File: src/sv/prx_pkg.sv
// ----------------------------------------------------------------------------
// prx_pkg
// Shared types and constants for the row-to-RGBA pixel expander.
// ----------------------------------------------------------------------------
package prx_pkg;

    localparam int PALETTE_ENTRIES = 256;
    localparam int PAL_AW          = $clog2(PALETTE_ENTRIES);
    localparam int PAL_DW          = 32;

    localparam int OUTQ_DEPTH = 4;
    localparam int OUTQ_AW    = $clog2(OUTQ_DEPTH);
    localparam int OUTQ_CW    = $clog2(OUTQ_DEPTH + 1);

    localparam int APB_AW = 4;
    localparam int APB_DW = 32;

    localparam logic [2:0] MODE_GRAY       = 3'd0;
    localparam logic [2:0] MODE_RGB        = 3'd1;
    localparam logic [2:0] MODE_PALETTE    = 3'd2;
    localparam logic [2:0] MODE_GRAY_ALPHA = 3'd3;
    localparam logic [2:0] MODE_RGBA8      = 3'd4;

    localparam logic [2:0] DEPTH_1  = 3'd0;
    localparam logic [2:0] DEPTH_2  = 3'd1;
    localparam logic [2:0] DEPTH_4  = 3'd2;
    localparam logic [2:0] DEPTH_8  = 3'd3;
    localparam logic [2:0] DEPTH_16 = 3'd4;

    localparam logic CMD_LOAD = 1'b0;
    localparam logic CMD_DATA = 1'b1;

    localparam logic [1:0] REG_COLOR_MODE  = 2'd0;
    localparam logic [1:0] REG_DEPTH_CODE  = 2'd1;
    localparam logic [1:0] REG_ROW_PIXELS  = 2'd2;
    localparam logic [1:0] REG_TRANS_COUNT = 2'd3;

    localparam logic [2:0]  RST_COLOR_MODE  = MODE_PALETTE;
    localparam logic [2:0]  RST_DEPTH_CODE  = DEPTH_8;
    localparam logic [12:0] RST_ROW_PIXELS  = 13'd1;
    localparam logic [8:0]  RST_TRANS_COUNT = 9'd0;

    typedef struct packed {
        logic       command;
        logic [7:0] data_byte;
        logic       row_end;
        logic [7:0] entry_index;
        logic [7:0] entry_red;
        logic [7:0] entry_green;
        logic [7:0] entry_blue;
        logic [7:0] entry_alpha;
    } src_item_t;

    typedef struct packed {
        logic [15:0] red;
        logic [15:0] green;
        logic [15:0] blue;
        logic [15:0] alpha;
        logic        wide_channels;
        logic        row_last;
        logic        batch_last;
    } pix_item_t;

    typedef struct packed {
        logic [2:0]  color_mode;
        logic [2:0]  depth_code;
        logic [12:0] row_pixels;
        logic [8:0]  trans_count;
    } cfg_t;

    typedef struct packed {
        logic              we;
        logic [PAL_AW-1:0] addr;
        logic [PAL_DW-1:0] data;
    } pal_wr_t;

    // one pixel in flight between issue and output queue
    typedef struct packed {
        logic        pal;
        logic        pal_hit;
        logic        use_alpha;
        logic [15:0] red;
        logic [15:0] green;
        logic [15:0] blue;
        logic [15:0] alpha;
        logic        wide;
        logic        row_last;
        logic        batch_last;
    } slot_t;

endpackage

File: src/sv/prx_outq.sv
// ----------------------------------------------------------------------------
// prx_outq
// Merges palette read data into issued slots and buffers finished pixels.
// ----------------------------------------------------------------------------
module prx_outq
    import prx_pkg::*;
(
    input  logic               clk,
    input  logic               rst_n,
    input  logic               slot_valid,
    input  slot_t              slot,
    input  logic [PAL_DW-1:0]  pal_rdata,
    output logic [OUTQ_CW-1:0] count,
    output logic               pix_valid,
    input  logic               pix_ready,
    output pix_item_t          pix
);

    pix_item_t          q_mem [OUTQ_DEPTH];
    logic [OUTQ_AW-1:0] head_reg, head_next;
    logic [OUTQ_AW-1:0] tail_reg, tail_next;
    logic [OUTQ_CW-1:0] count_reg, count_next;
    logic               pop;
    logic [31:0]        ent;
    pix_item_t          fresh;

    always_comb
    begin
        ent = slot.pal_hit ? pal_rdata : 32'd0;
        if (slot.pal)
        begin
            fresh.red   = {8'h00, ent[31:24]};
            fresh.green = {8'h00, ent[23:16]};
            fresh.blue  = {8'h00, ent[15:8]};
            fresh.alpha = slot.use_alpha ? {8'h00, ent[7:0]} : 16'h00FF;
        end
        else
        begin
            fresh.red   = slot.red;
            fresh.green = slot.green;
            fresh.blue  = slot.blue;
            fresh.alpha = slot.alpha;
        end
        fresh.wide_channels = slot.wide;
        fresh.row_last      = slot.row_last;
        fresh.batch_last    = slot.batch_last;
    end

    assign pop       = pix_valid && pix_ready;
    assign pix_valid = count_reg != '0;
    assign pix       = q_mem[head_reg];
    assign count     = count_reg;

    always_comb
    begin
        head_next  = pop ? head_reg + OUTQ_AW'(1) : head_reg;
        tail_next  = slot_valid ? tail_reg + OUTQ_AW'(1) : tail_reg;
        count_next = count_reg + OUTQ_CW'(slot_valid) - OUTQ_CW'(pop);
    end

    always_ff @(posedge clk or negedge rst_n)
    begin
        if (!rst_n)
        begin
            head_reg  <= '0;
            tail_reg  <= '0;
            count_reg <= '0;
        end
        else
        begin
            head_reg  <= head_next;
            tail_reg  <= tail_next;
            count_reg <= count_next;
        end
    end

    always_ff @(posedge clk)
    begin
        if (slot_valid)
        begin
            q_mem[tail_reg] <= fresh;
        end
    end

    // credit check upstream keeps the queue from overflowing
    a_no_overflow: assert property (@(posedge clk) disable iff (!rst_n)
        slot_valid |-> (count_reg < OUTQ_CW'(OUTQ_DEPTH)) || pop)
        else $error("pixel queue overflow");

    a_count_bound: assert property (@(posedge clk) disable iff (!rst_n)
        count_reg <= OUTQ_CW'(OUTQ_DEPTH))
        else $error("pixel queue count out of range");

endmodule

File: config.mk
export PLATFORM = sky130hd
export DESIGN_NAME = prx_outq
export DESIGN_NICKNAME = d
export VERILOG_FILES = /design/src/sv/prx_pkg.sv /design/src/sv/prx_outq.sv
export SDC_FILE = /design/constraint.sdc
export NUM_CORES = 1
export LEC_CHECK = 0
export BUFFER_PORTS_ARGS = -buffer_cell sky130_fd_sc_hd__buf_4
export CAP_MARGIN = 25
export CORE_ASPECT_RATIO = 1.1
export CORE_UTILIZATION = 45
export DETAILED_ROUTE_END_ITERATION = 10
export HOLD_SLACK_MARGIN = 0.1
export PLACE_DENSITY_LB_ADDON = 0.1
export SYNTH_ARGS = -nofsm -noshare
export SYNTH_HDL_FRONTEND = slang
export SYNTH_SLANG_ARGS = --single-unit
File: constraint.sdc
create_clock -name clk -period 2.45 [get_ports clk]
set_input_delay 0.49 -clock clk [delete_from_list [all_inputs] [get_ports clk]]
set_output_delay 0.49 -clock clk [all_outputs]
set_load 0.05 [all_outputs]
==> out/qor.yml <==
fin_tns_setup_ns: -2.14
drc_errors: 0
yosys_warnings: 0
die_x_um: 149
syn_avg_cell_area_um2: 22.1
rsz0062_at_grt: "yes"
synthArstFlopShare: 0.0255
crit_arrival_ns: 2.04
fin_hold_ws_ns: 0.153
p_total_mw: 19.1
yosysMostFrequentCell: "edfxtp_1"
violations: "setup timing"
row_count: 58
hold_viol_final: 0
setup_viol: 53
drv_slew: 0
cts_made_buffers: 29
port_buffers: 176
power_density_nw_per_um2: 1380
startpoint_type: "flop"
synth.largest_area_cell: "edfxtp_1"
worst-slew-pin-transition_ns: 0.930
synthFlopType: "edfxtp_1"
syn-cell-area_um2: 10700
synth.top_cells.by_count: "268 x edfxtp_1, 67 x mux4_2, 32 x nor2b_1"
ant_nets: 0
ys_ff_latch: 275
antenna_found_initial: 1
swShare: 0.366
synth.top_cell.area_share: 0.755
p_comb_frac: 0.439
cts_buffer_depth: 3
p_leak_nw: 4.95
pin_count: 177
p_sw_mw: 6.99
cts_root_buf: "clkbuf_16"
cts_sinks: 275
hold_path.class: "in -> reg"
diodes: 0
met2_length_mm: 12.2
crit_required_ns: 1.96
largest_register_ffs: 268
h-tree-depth: 1
power_frac_clock: 0.224
synth_seq_area_share: 0.771
floorplan.core_area_um2: 23100
vias: 5414
crit_path_max_fanout: 6
start_util: 0.462
syn_inst: 482
die-area_um2: 24300
fin_cells: 1015
power_frac_seq: 0.337
grt_max_degree: 36
synth_edf_count: 268
finalInstanceArea_um2: 13800
routed.top_layer: "met5"
place_ws_ns: 0.270
first_iter_violations: 202
globalplace.congestion: 0.711
cap_violations: 0
dpl_cell_area_um2: 12500
vias_per_cell: 5.33
p_int_mw: 12.1
maxSlewHeadroom: 0.380
critPathKind: "reg -> out"
grt_overflow_total: 0
clock_latency_ns: 0.54
period_minus_slack_ns: 2.53
routed-wl-met3_mm: 1.35
fmax_mhz: 395
drive_gt1_frac: 0.452
fin_ws_ns: -0.0792
finalCritPeriodShare: 1.03
wl_per_cell_um: 22.5
nets: 805
grt_pass1_vias: 5946
place_hpwl_mm: 13.8
die_h_um: 163
run_status: "finished, violations left"
wl_mm: 22.8
peakVddDrop_v: 0.00100
cts_tree: "built"
wl_met1_mm: 8.92
num-fill-cells: 1715
synth_cell_types: 25
fin_util: 0.600
syn_to_final_growth_pct: 29.8
post-place-cells: 948
drtPass1Iterations: 4
grt_pass1_wl_mm: 33.1
syn-num-nets: 595
finClkSkew_ns: 0.0161
yosys-top-cells-area: "edfxtp_1 75%, mux4_2 14%, a22o_1 1.9%"
cts.reportedPaths.clkPinSlew_ns: 0.06
grt_usage: 0.184
end_kind: "primary output"
==> placed cells by master (no fill, tap or decap) <==
cell type and instances:
or3_1 1, buf_16 2, nor2b_1 32, clkinv_1 8, clkbuf_8 4, xor2_1 2, inv_6 1, nand2_1 9
o311ai_0 1, buf_12 8, buf_6 57, ha_1 6, nand3_1 1, xnor2_1 3, mux4_2 67, and2_4 4
dlygate4sd3_1 1, edfxtp_1 268, a22o_1 23, o21ai_0 2, clkbuf_16 33, and2_1 1, inv_1 8, buf_8 2
clkinv_2 3, buf_4 134, a31oi_1 8, fa_1 1, bufinv_16 3, o31a_1 1, dfrtp_1 5, nor2_1 8
dfrtp_4 2, clkinvlp_4 3, clkbuf_1 3
==> final timing paths <==
check | from | endpoint | slack, ns | depth (start not counted)
setup / recovery | head_reg[0]$_DFFE_PN0P_ | pix[8] | -0.08 | 4
hold / removal | slot[0] | q_mem[3][0]$_DFFE_PP_ | 0.15 | 1
setup reg to reg | count[1]$_DFF_PN0_ | count[2]$_DFF_PN0_ | 0.38 | 7
hold reg to reg | tail_reg[0]$_DFFE_PN0P_ | tail_reg[0]$_DFFE_PN0P_ | 0.54 | 1
max in group asynchronous | rst_n | head_reg[1]$_DFFE_PN0P_ | 1.99 | 2
min in group asynchronous | rst_n | tail_reg[0]$_DFFE_PN0P_ | 0.32 | 2
==> power groups by stage <==
stage                     registers (mW)  clock network [mW]  logic (mW)
after floorplan                     6.54                   0        5.27
after global placement              6.53                   0        7.49
after detailed placement            6.59                   0        7.51
after CTS                           6.46                4.39        7.98
after global routing                6.51                4.56        8.77
final                               6.44                4.28        8.40
==> cell type report <==
class                      count  area, µm²  area share
clock buffer                  36        792      0.0572
clock inverter                18        166      0.0120
tap                          300        375      0.0271
multi-input combinational    170       2240       0.162
inverter                       8       30.0     0.00217
sequential                   275       8230       0.595
timing repair buffer         208       2000       0.145
==> per-layer routing <==
metal | track usage | vias up
met4 | 0.0427 | 2
met5 | 0 | -
met2 | 0.332 | 153
met1 | 0.224 | 2814
met3 | 0.0416 | 27
li1 | - | 2418
==> cell families (layout without fill, tap and decap cells) <==
logic type / after synthesis / count (layout) / synth area share
XOR/XNOR: 5 / 5 / 0.00411
multiplexers: 67 / 67 / 0.142
buffers and inverters: 37 / 270 / 0.0194
flip-flops: 275 / 275 / 0.771
AND/OR/NAND/NOR: 56 / 56 / 0.0287
AO/OA/AOI/OAI: 35 / 35 / 0.0262
adder cells (fa/ha/maj): 7 / 7 / 0.00892
==> critical path, stage by stage (launching register included) <==
cell and delay [ns]:
dfrtp_4 0.46, buf_12 0.17, clkbuf_16 0.17, mux4_2 0.54
buf_6 0.18
==> repair_timing <==
action,4_1_cts,5_1_grt
endpoints found under the hold margin,7,0
setup endpoints to repair,59,66
gates resized for setup,39,23
hold buffers,1,0
setup buffers,4,2
gates cloned,0,6
(Power assumes the default switching activity.)
