==> config.mk <==
export PLATFORM = sky130hd
export DESIGN_NAME = prx_issue
export DESIGN_NICKNAME = d
export VERILOG_FILES = /design/src/sv/prx_pkg.sv /design/src/sv/prx_issue.sv
export SDC_FILE = /design/constraint.sdc
export NUM_CORES = 1
export LEC_CHECK = 0
export ABC_AREA = 1
export BUFFER_PORTS_ARGS = -buffer_cell sky130_fd_sc_hd__buf_4
export CAP_MARGIN = 20
export CORE_MARGIN = 3
export CORE_UTILIZATION = 37
export CTS_CLUSTER_DIAMETER = 40
export CTS_CLUSTER_SIZE = 28
export DETAILED_ROUTE_END_ITERATION = 12
export GPL_TIMING_DRIVEN = 0
export SKIP_CTS_REPAIR_TIMING = 1
export SYNTH_ARGS = -nofsm -noshare
export SYNTH_HDL_FRONTEND = slang
export SYNTH_SLANG_ARGS = --single-unit
==> constraint.sdc <==
create_clock -name clk -period 3.4 [get_ports clk]
set_clock_uncertainty 0.15 [all_clocks]
set_input_delay 0.51 -clock clk [delete_from_list [all_inputs] [get_ports clk]]
set_output_delay 0.51 -clock clk [all_outputs]
set_load 0.1 [all_outputs]
==> src/sv/prx_pkg.sv <==
// ----------------------------------------------------------------------------
// prx_pkg
// Shared types and constants for the row-to-RGBA pixel expander.
// ----------------------------------------------------------------------------
package prx_pkg;

    localparam int PALETTE_ENTRIES = 256;
    localparam int PAL_AW          = $clog2(PALETTE_ENTRIES);
    localparam int PAL_DW          = 32;

    localparam int OUTQ_DEPTH = 4;
    localparam int OUTQ_AW    = $clog2(OUTQ_DEPTH);
    localparam int OUTQ_CW    = $clog2(OUTQ_DEPTH + 1);

    localparam int APB_AW = 4;
    localparam int APB_DW = 32;

    localparam logic [2:0] MODE_GRAY       = 3'd0;
    localparam logic [2:0] MODE_RGB        = 3'd1;
    localparam logic [2:0] MODE_PALETTE    = 3'd2;
    localparam logic [2:0] MODE_GRAY_ALPHA = 3'd3;
    localparam logic [2:0] MODE_RGBA8      = 3'd4;

    localparam logic [2:0] DEPTH_1  = 3'd0;
    localparam logic [2:0] DEPTH_2  = 3'd1;
    localparam logic [2:0] DEPTH_4  = 3'd2;
    localparam logic [2:0] DEPTH_8  = 3'd3;
    localparam logic [2:0] DEPTH_16 = 3'd4;

    localparam logic CMD_LOAD = 1'b0;
    localparam logic CMD_DATA = 1'b1;

    localparam logic [1:0] REG_COLOR_MODE  = 2'd0;
    localparam logic [1:0] REG_DEPTH_CODE  = 2'd1;
    localparam logic [1:0] REG_ROW_PIXELS  = 2'd2;
    localparam logic [1:0] REG_TRANS_COUNT = 2'd3;

    localparam logic [2:0]  RST_COLOR_MODE  = MODE_PALETTE;
    localparam logic [2:0]  RST_DEPTH_CODE  = DEPTH_8;
    localparam logic [12:0] RST_ROW_PIXELS  = 13'd1;
    localparam logic [8:0]  RST_TRANS_COUNT = 9'd0;

    typedef struct packed {
        logic       command;
        logic [7:0] data_byte;
        logic       row_end;
        logic [7:0] entry_index;
        logic [7:0] entry_red;
        logic [7:0] entry_green;
        logic [7:0] entry_blue;
        logic [7:0] entry_alpha;
    } src_item_t;

    typedef struct packed {
        logic [15:0] red;
        logic [15:0] green;
        logic [15:0] blue;
        logic [15:0] alpha;
        logic        wide_channels;
        logic        row_last;
        logic        batch_last;
    } pix_item_t;

    typedef struct packed {
        logic [2:0]  color_mode;
        logic [2:0]  depth_code;
        logic [12:0] row_pixels;
        logic [8:0]  trans_count;
    } cfg_t;

    typedef struct packed {
        logic              we;
        logic [PAL_AW-1:0] addr;
        logic [PAL_DW-1:0] data;
    } pal_wr_t;

    // one pixel in flight between issue and output queue
    typedef struct packed {
        logic        pal;
        logic        pal_hit;
        logic        use_alpha;
        logic [15:0] red;
        logic [15:0] green;
        logic [15:0] blue;
        logic [15:0] alpha;
        logic        wide;
        logic        row_last;
        logic        batch_last;
    } slot_t;

endpackage

==> src/sv/prx_issue.sv <==
// ----------------------------------------------------------------------------
// prx_issue
// Request intake, row state, palette index sequencer and sample assembly.
// Issues at most one pixel per cycle into a registered slot aligned with the
// palette read.
// ----------------------------------------------------------------------------
module prx_issue
    import prx_pkg::*;
(
    input  logic               clk,
    input  logic               rst_n,
    input  cfg_t               cfg,
    input  logic               src_valid,
    output logic               src_ready,
    input  src_item_t          src,
    input  logic [OUTQ_CW-1:0] outq_count,
    output pal_wr_t            pal_wr,
    output logic [PAL_AW-1:0]  pal_raddr,
    output logic               slot_valid,
    output slot_t              slot
);

    logic        seq_active_reg, seq_active_next;
    logic [7:0]  seq_byte_reg, seq_byte_next;
    logic [2:0]  seq_sub_reg, seq_sub_next;
    logic        seq_rend_reg, seq_rend_next;
    logic [12:0] done_reg, done_next;
    logic [2:0]  phase_reg, phase_next;
    logic [39:0] partial_reg, partial_next;
    logic        slot_valid_reg, slot_valid_next;
    slot_t       slot_reg, slot_next;

    logic        credit_ok;
    logic        accept;
    logic        data_acc;
    logic        pal_mode;
    logic [7:0]  cur_byte;
    logic [2:0]  cur_sub;
    logic        cur_rend;
    logic [2:0]  shamt;
    logic [7:0]  shifted;
    logic [7:0]  idx;
    logic [2:0]  sub_max;
    logic        pal_go;
    logic        emit_ok;
    logic        row_full;
    logic        last_sub;
    logic        blast;
    logic        pal_emit;
    logic        pal_end;
    logic [2:0]  size;
    logic        complete;
    logic        np_emit;
    logic        wide;
    logic [47:0] v;
    logic [7:0]  b [6];
    logic [15:0] c0, c1, c2, c3, op;
    logic [15:0] nr, ng, nb, na;

    function automatic logic [7:0] pick(input logic [47:0] val, input logic [2:0] pos);
        logic [7:0] r;
        begin
            case (pos)
                3'd0:    r = val[7:0];
                3'd1:    r = val[15:8];
                3'd2:    r = val[23:16];
                3'd3:    r = val[31:24];
                3'd4:    r = val[39:32];
                3'd5:    r = val[47:40];
                default: r = 8'h00;
            endcase
            return r;
        end
    endfunction

    assign credit_ok = ({1'b0, outq_count} + (OUTQ_CW+1)'(slot_valid_reg))
                       < (OUTQ_CW+1)'(OUTQ_DEPTH);
    assign src_ready = !seq_active_reg && credit_ok;
    assign accept    = src_valid && src_ready;
    assign data_acc  = accept && (src.command == CMD_DATA);
    assign pal_mode  = (cfg.color_mode == MODE_PALETTE) && (cfg.depth_code <= DEPTH_8);

    assign pal_wr.we   = accept && (src.command == CMD_LOAD)
                         && (32'(src.entry_index) < PALETTE_ENTRIES);
    assign pal_wr.addr = src.entry_index[PAL_AW-1:0];
    assign pal_wr.data = {src.entry_red, src.entry_green, src.entry_blue, src.entry_alpha};

    // palette index extraction, MSB first
    always_comb
    begin
        cur_byte = seq_active_reg ? seq_byte_reg : src.data_byte;
        cur_sub  = seq_active_reg ? seq_sub_reg : 3'd0;
        cur_rend = seq_active_reg ? seq_rend_reg : src.row_end;
        shamt    = cur_sub << cfg.depth_code[1:0];
        shifted  = cur_byte << shamt;
        unique case (cfg.depth_code[1:0])
            2'd0:
            begin
                idx     = {7'd0, shifted[7]};
                sub_max = 3'd7;
            end
            2'd1:
            begin
                idx     = {6'd0, shifted[7:6]};
                sub_max = 3'd3;
            end
            2'd2:
            begin
                idx     = {4'd0, shifted[7:4]};
                sub_max = 3'd1;
            end
            default:
            begin
                idx     = shifted;
                sub_max = 3'd0;
            end
        endcase
    end

    assign pal_raddr = idx[PAL_AW-1:0];
    assign pal_go    = seq_active_reg ? credit_ok : (data_acc && pal_mode);
    assign emit_ok   = done_reg < cfg.row_pixels;
    assign row_full  = ({1'b0, done_reg} + 14'd1) == {1'b0, cfg.row_pixels};
    assign last_sub  = cur_sub == sub_max;
    assign blast     = last_sub || row_full;
    assign pal_emit  = pal_go && emit_ok;
    assign pal_end   = pal_go && (!emit_ok || blast);

    // byte-oriented formats
    always_comb
    begin
        size = 3'd0;
        case (cfg.color_mode)
            MODE_RGBA8:      size = 3'd4;
            MODE_GRAY:       size = (cfg.depth_code == DEPTH_16) ? 3'd2 : 3'd1;
            MODE_RGB:        size = (cfg.depth_code == DEPTH_16) ? 3'd6 : 3'd3;
            MODE_GRAY_ALPHA: size = (cfg.depth_code == DEPTH_16) ? 3'd4 : 3'd2;
            default:         size = 3'd0;
        endcase
        if (cfg.color_mode != MODE_RGBA8 && cfg.depth_code != DEPTH_8
            && cfg.depth_code != DEPTH_16)
        begin
            size = 3'd0;
        end
    end

    assign complete = (size != 3'd0) && (({1'b0, phase_reg} + 4'd1) >= {1'b0, size});
    assign np_emit  = data_acc && !pal_mode && complete && emit_ok;
    assign wide     = (cfg.color_mode != MODE_RGBA8) && (cfg.depth_code == DEPTH_16);
    assign v        = {partial_reg, src.data_byte};

    always_comb
    begin
        for (int k = 0; k < 6; k++)
        begin
            b[k] = pick(v, size - 3'd1 - 3'(k));
        end
        c0 = wide ? {b[0], b[1]} : {8'h00, b[0]};
        c1 = wide ? {b[2], b[3]} : {8'h00, b[1]};
        c2 = wide ? {b[4], b[5]} : {8'h00, b[2]};
        c3 = {8'h00, b[3]};
        op = wide ? 16'hFFFF : 16'h00FF;
        case (cfg.color_mode)
            MODE_GRAY:
            begin
                nr = c0; ng = c0; nb = c0; na = op;
            end
            MODE_RGB:
            begin
                nr = c0; ng = c1; nb = c2; na = op;
            end
            MODE_GRAY_ALPHA:
            begin
                nr = c0; ng = c0; nb = c0; na = c1;
            end
            default:
            begin
                nr = c0; ng = c1; nb = c2; na = c3;
            end
        endcase
    end

    always_comb
    begin
        slot_next            = slot_reg;
        slot_valid_next      = pal_emit || np_emit;
        if (pal_emit)
        begin
            slot_next.pal        = 1'b1;
            slot_next.pal_hit    = 32'(idx) < PALETTE_ENTRIES;
            slot_next.use_alpha  = {1'b0, idx} < cfg.trans_count;
            slot_next.red        = 16'h0000;
            slot_next.green      = 16'h0000;
            slot_next.blue       = 16'h0000;
            slot_next.alpha      = 16'h0000;
            slot_next.wide       = 1'b0;
            slot_next.row_last   = row_full || (cur_rend && blast);
            slot_next.batch_last = blast;
        end
        else if (np_emit)
        begin
            slot_next.pal        = 1'b0;
            slot_next.pal_hit    = 1'b0;
            slot_next.use_alpha  = 1'b0;
            slot_next.red        = nr;
            slot_next.green      = ng;
            slot_next.blue       = nb;
            slot_next.alpha      = na;
            slot_next.wide       = wide;
            slot_next.row_last   = row_full || src.row_end;
            slot_next.batch_last = 1'b1;
        end
    end

    always_comb
    begin
        seq_active_next = seq_active_reg;
        seq_byte_next   = seq_byte_reg;
        seq_sub_next    = seq_sub_reg;
        seq_rend_next   = seq_rend_reg;
        done_next       = done_reg;
        phase_next      = phase_reg;
        partial_next    = partial_reg;

        if (pal_go)
        begin
            if (pal_end)
            begin
                seq_active_next = 1'b0;
            end
            else
            begin
                seq_active_next = 1'b1;
                seq_byte_next   = cur_byte;
                seq_rend_next   = cur_rend;
                seq_sub_next    = cur_sub + 3'd1;
            end
        end

        if (pal_emit || np_emit)
        begin
            done_next = done_reg + 13'd1;
        end
        if ((pal_end && cur_rend) || (data_acc && !pal_mode && src.row_end))
        begin
            done_next = 13'd0;
        end

        if (data_acc && !pal_mode && size != 3'd0)
        begin
            if (complete)
            begin
                phase_next   = 3'd0;
                partial_next = 40'd0;
            end
            else
            begin
                phase_next   = phase_reg + 3'd1;
                partial_next = {partial_reg[31:0], src.data_byte};
            end
        end
        if (data_acc && src.row_end)
        begin
            phase_next   = 3'd0;
            partial_next = 40'd0;
        end
    end

    always_ff @(posedge clk or negedge rst_n)
    begin
        if (!rst_n)
        begin
            seq_active_reg <= 1'b0;
            seq_rend_reg   <= 1'b0;
            seq_sub_reg    <= 3'd0;
            done_reg       <= 13'd0;
            phase_reg      <= 3'd0;
            partial_reg    <= 40'd0;
            slot_valid_reg <= 1'b0;
        end
        else
        begin
            seq_active_reg <= seq_active_next;
            seq_rend_reg   <= seq_rend_next;
            seq_sub_reg    <= seq_sub_next;
            done_reg       <= done_next;
            phase_reg      <= phase_next;
            partial_reg    <= partial_next;
            slot_valid_reg <= slot_valid_next;
        end
    end

    always_ff @(posedge clk)
    begin
        seq_byte_reg <= seq_byte_next;
        slot_reg     <= slot_next;
    end

    assign slot_valid = slot_valid_reg;
    assign slot       = slot_reg;

    // sequencer only runs for sub-byte palette indices
    a_seq_mode: assert property (@(posedge clk) disable iff (!rst_n)
        seq_active_reg |-> (cfg.color_mode == MODE_PALETTE) && (cfg.depth_code < DEPTH_8))
        else $error("sequencer active outside sub-byte palette mode");

    // byte formats give at most one pixel per request, so it always closes the batch
    a_np_batch: assert property (@(posedge clk) disable iff (!rst_n)
        (slot_valid_reg && !slot_reg.pal) |-> slot_reg.batch_last)
        else $error("byte-format pixel without batch_last");

    // no request is taken while sub-pixels of a byte are still pending
    a_seq_hold: assert property (@(posedge clk) disable iff (!rst_n)
        (seq_active_reg && !pal_end) |=> seq_active_reg && $stable(seq_byte_reg))
        else $error("held palette byte lost");

endmodule

==> results_dict.tcl <==
set metrics [dict create \
    status "complete, no violations" \
    gp_congestion 1.00 \
    grt_overflow_total 0 \
    crit_buf_inv 5 \
    cp_max_fo 10 \
    n_antenna_cell 0 \
    critPathSlowestCell "o31ai_1" \
    p_switching_mw 3.94 \
    dr_total_vias 10687 \
    power.density_nw_per_um2 660 \
    r2r-start "seq_active_reg" \
    critPathTopFamily "buffers and inverters" \
    syn-num-nets 1497 \
    fp.dieH_um 167 \
    clock_path_buffers 2 \
    drv_cap 0 \
    fin_crit_sh_pct 96.4 \
    synthCells 1377 \
    yosysUniqueCellTypes 53 \
    ir_drop_mv 0.438 \
    power.share.sequential_pct 27.6 \
    numCtsBuffers 17 \
    setup-tns-final_ns 0 \
    first_pass_iters 6 \
    ios 205 \
    whs_ns 0.0147 \
    fillCellCount 2574 \
    hold_class "in -> async" \
    root_buffer "clkbuf_16" \
    clk_latency_ns 0.43 \
    chipWidth_um 167 \
    initial_core_util_pct 37.9 \
    dpl.hpwl_um 28600 \
    slew_viol_final 0 \
    synth_area_per_cell_um2 6.97 \
    combPwrFrac_pct 48.3 \
    grt_max_degree 63 \
    setup_viol 0 \
    grt_pass1_wl_um 57100 \
    synthArstFlopShare_pct 44.6 \
    switching_share_pct 47.9 \
    drive_gt1_share_pct 25.9 \
    ys_ff_latch 139 \
    yosysSeqAreaShare_pct 33.4 \
    antenna_found_initial 0 \
    drtIter0Drc 1131 \
    vias_per_cell 5.57 \
    synthFlopType "dfxtp_1" \
    cts.sinks 139 \
    fin_crit_ns 3.28 \
    tritoncts "built" \
    grt_pass1_vias 9814 \
    cp-end-kind "flop" \
    r2r-end "slot[67]" \
    drc_errors 0 \
    die_area_um2 27900 \
    largest_reg_flops 69 \
    cp_slowest_stage_delay_ns 0.42 \
    reg2reg_depth 19 \
    core_area_um2 25300 \
    yosysWarningCount 0 \
    cp-start-kind "input pin" \
    grt_usage_pct 26.0 \
    syn-cell-area_um2 9590 \
    totalWireLength_um 37800 \
    area_delta_synth_final_pct 29.9 \
    critical_path_required_ns 3.58 \
    path_clk_slew_ns 0.07 \
    r2r_setup_slack_ns 0.25 \
    leakagePower_nw 5.96 \
    post_drt_wl_per_cell_um 19.7 \
    io_buffers 164 \
    multiInputGateArea_um2 5670 \
    path_class "in -> reg" \
    clkPwrFrac_pct 24.1 \
    rows 58 \
    crit_top_cell "nand2_4" \
    max_freq_mhz 305 \
    ant_nets 0 \
    synth_edf_count 11 \
    htreeDepth 4 \
    regArea_um2 3200 \
    power.internal_mw 4.29 \
    path_cells "buf_4 > inv_2 > nand2_4 > nor2_4 > nand2_4 > nand2_4 > inv_2 > ha_2 > ha_4 > ha_1 > inv_1 > buf_2 > o22ai_1 > o31ai_1 > a21oi_1 > a21o_1" \
    tightest_slew_ns 0.821 \
    relSlewSlack_pct 45.2 \
    final_nets 1694 \
    arrival_ns 3.45 \
    hold_violations 0 \
]
==> cell families (layout without fill, tap and decap cells) <==
logic type / Yosys count / in the layout / share of synthesized area, %
AO/OA/AOI/OAI: 313 / 313 / 20.9
XOR/XNOR: 5 / 5 / 0.457
adder cells (fa/ha/maj): 36 / 36 / 4.69
buffers and inverters: 253 / 463 / 12.3
flip-flops: 139 / 139 / 33.4
AND/OR/NAND/NOR: 631 / 631 / 28.3
==> cell usage after synthesis, types with 17 or more instances <==
master	n	area (um^2)
o21ai_0	84	420
buf_2	19	95.1
o32ai_1	31	272
nand3_1	81	405
nor2_1	89	334
inv_1	149	559
nand2_1	374	1400
nor3_1	35	175
dfrtp_1	62	1550
clkbuf_1	17	63.8
o22ai_1	130	813
ha_1	36	450
dfxtp_1	66	1320
buf_4	48	360
==> placed cells by master, fill, tap and decap left out, types with 15 or more instances in the layout <==
| cell type | n |
|---|---|
| buf_2 | 16 |
| o21ai_1 | 23 |
| o22ai_1 | 122 |
| nor3_2 | 18 |
| ha_1 | 31 |
| clkbuf_16 | 17 |
| buf_4 | 224 |
| dfxtp_1 | 66 |
| nand2_4 | 18 |
| inv_1 | 144 |
| a21oi_1 | 16 |
| nor2_1 | 80 |
| dfrtp_1 | 62 |
| inv_2 | 15 |
| o21ai_0 | 67 |
| nand2_1 | 354 |
| clkbuf_1 | 15 |
| a22o_1 | 16 |
| o32ai_1 | 31 |
| nand3_1 | 81 |
==> worst reg2reg max path: stages, from the launching register on <==
cell     delay [ns]
dfrtp_1        0.42
buf_6          0.16
buf_4          0.18
o21ai_1        0.25
nand2_1        0.11
nand3_1        0.10
nand2_1        0.06
nand2_1        0.06
nand2_1        0.10
inv_1          0.10
nand2_1        0.08
a31oi_4        0.22
ha_2           0.19
a21oi_1        0.05
o21ai_1        0.15
a21oi_1        0.08
o21ai_0        0.16
a21oi_1        0.09
o21ai_1        0.13
a21oi_1        0.06
==> area by class of cell <==
class,count,area share [%]
inverter,162,4.93
tap,330,3.31
clock buffer,17,3.41
clock inverter,15,1.59
sequential,139,25.7
timing repair buffer,178,10.8
buffer,91,4.84
multi-input combinational,985,45.5
==> worst max-delay path by stage <==
stage | cells past startpoint | end | slack [ns] | startpoint
detailed placement | 16 | slot[45] | -1.18 | cfg[27]
global route | 22 | slot[23] | -0.008 | cfg[23]
floorplan | 15 | slot[67] | -0.07 | cfg[23]
global placement | 16 | slot[30] | -1.23 | cfg[27]
CTS | 16 | slot[45] | -0.73 | cfg[27]
finish | 16 | slot[27] | 0.12 | cfg[23]
==> power groups by stage <==
stage	logic (mW)	registers, mW	clock network (mW)
after floorplan	2.44	2.49	0
after global placement	3.69	2.28	0
after detailed placement	3.70	2.29	0
after CTS	3.71	2.25	2.01
after global routing	4.29	2.31	2.07
final	3.97	2.27	1.98
==> layer usage <==
| metal | vias to the layer above | track usage [%] | wire length [um] |
|---|---|---|---|
| met4 | 0 | 7.60 | 856 |
| met2 | 543 | 38.8 | 16500 |
| met1 | 4985 | 36.8 | 16900 |
| li1 | 5082 | - | - |
| met5 | - | 0 | 0 |
| met3 | 77 | 7.00 | 3600 |
==> through the flow <==
| stage | utilization [%] | cells | cell area [um^2] | setup slack, ns | power, mW |
|---|---|---|---|---|---|
| after floorplan | - | 1377 | 9650 | -0.0732 | 4.93 |
| after global placement | 44.6 | 1871 | 11300 | -1.23 | 5.97 |
| after detailed placement | 44.6 | 1871 | 11300 | -1.18 | 5.99 |
| after CTS | 47.0 | 1903 | 11900 | -0.728 | 7.98 |
| after global routing | 49.2 | 1917 | 12500 | -0.00801 | 8.67 |
| final | 49.2 | 1917 | 12500 | 0.123 | 8.22 |
Power figures use the tool's default switching activity.
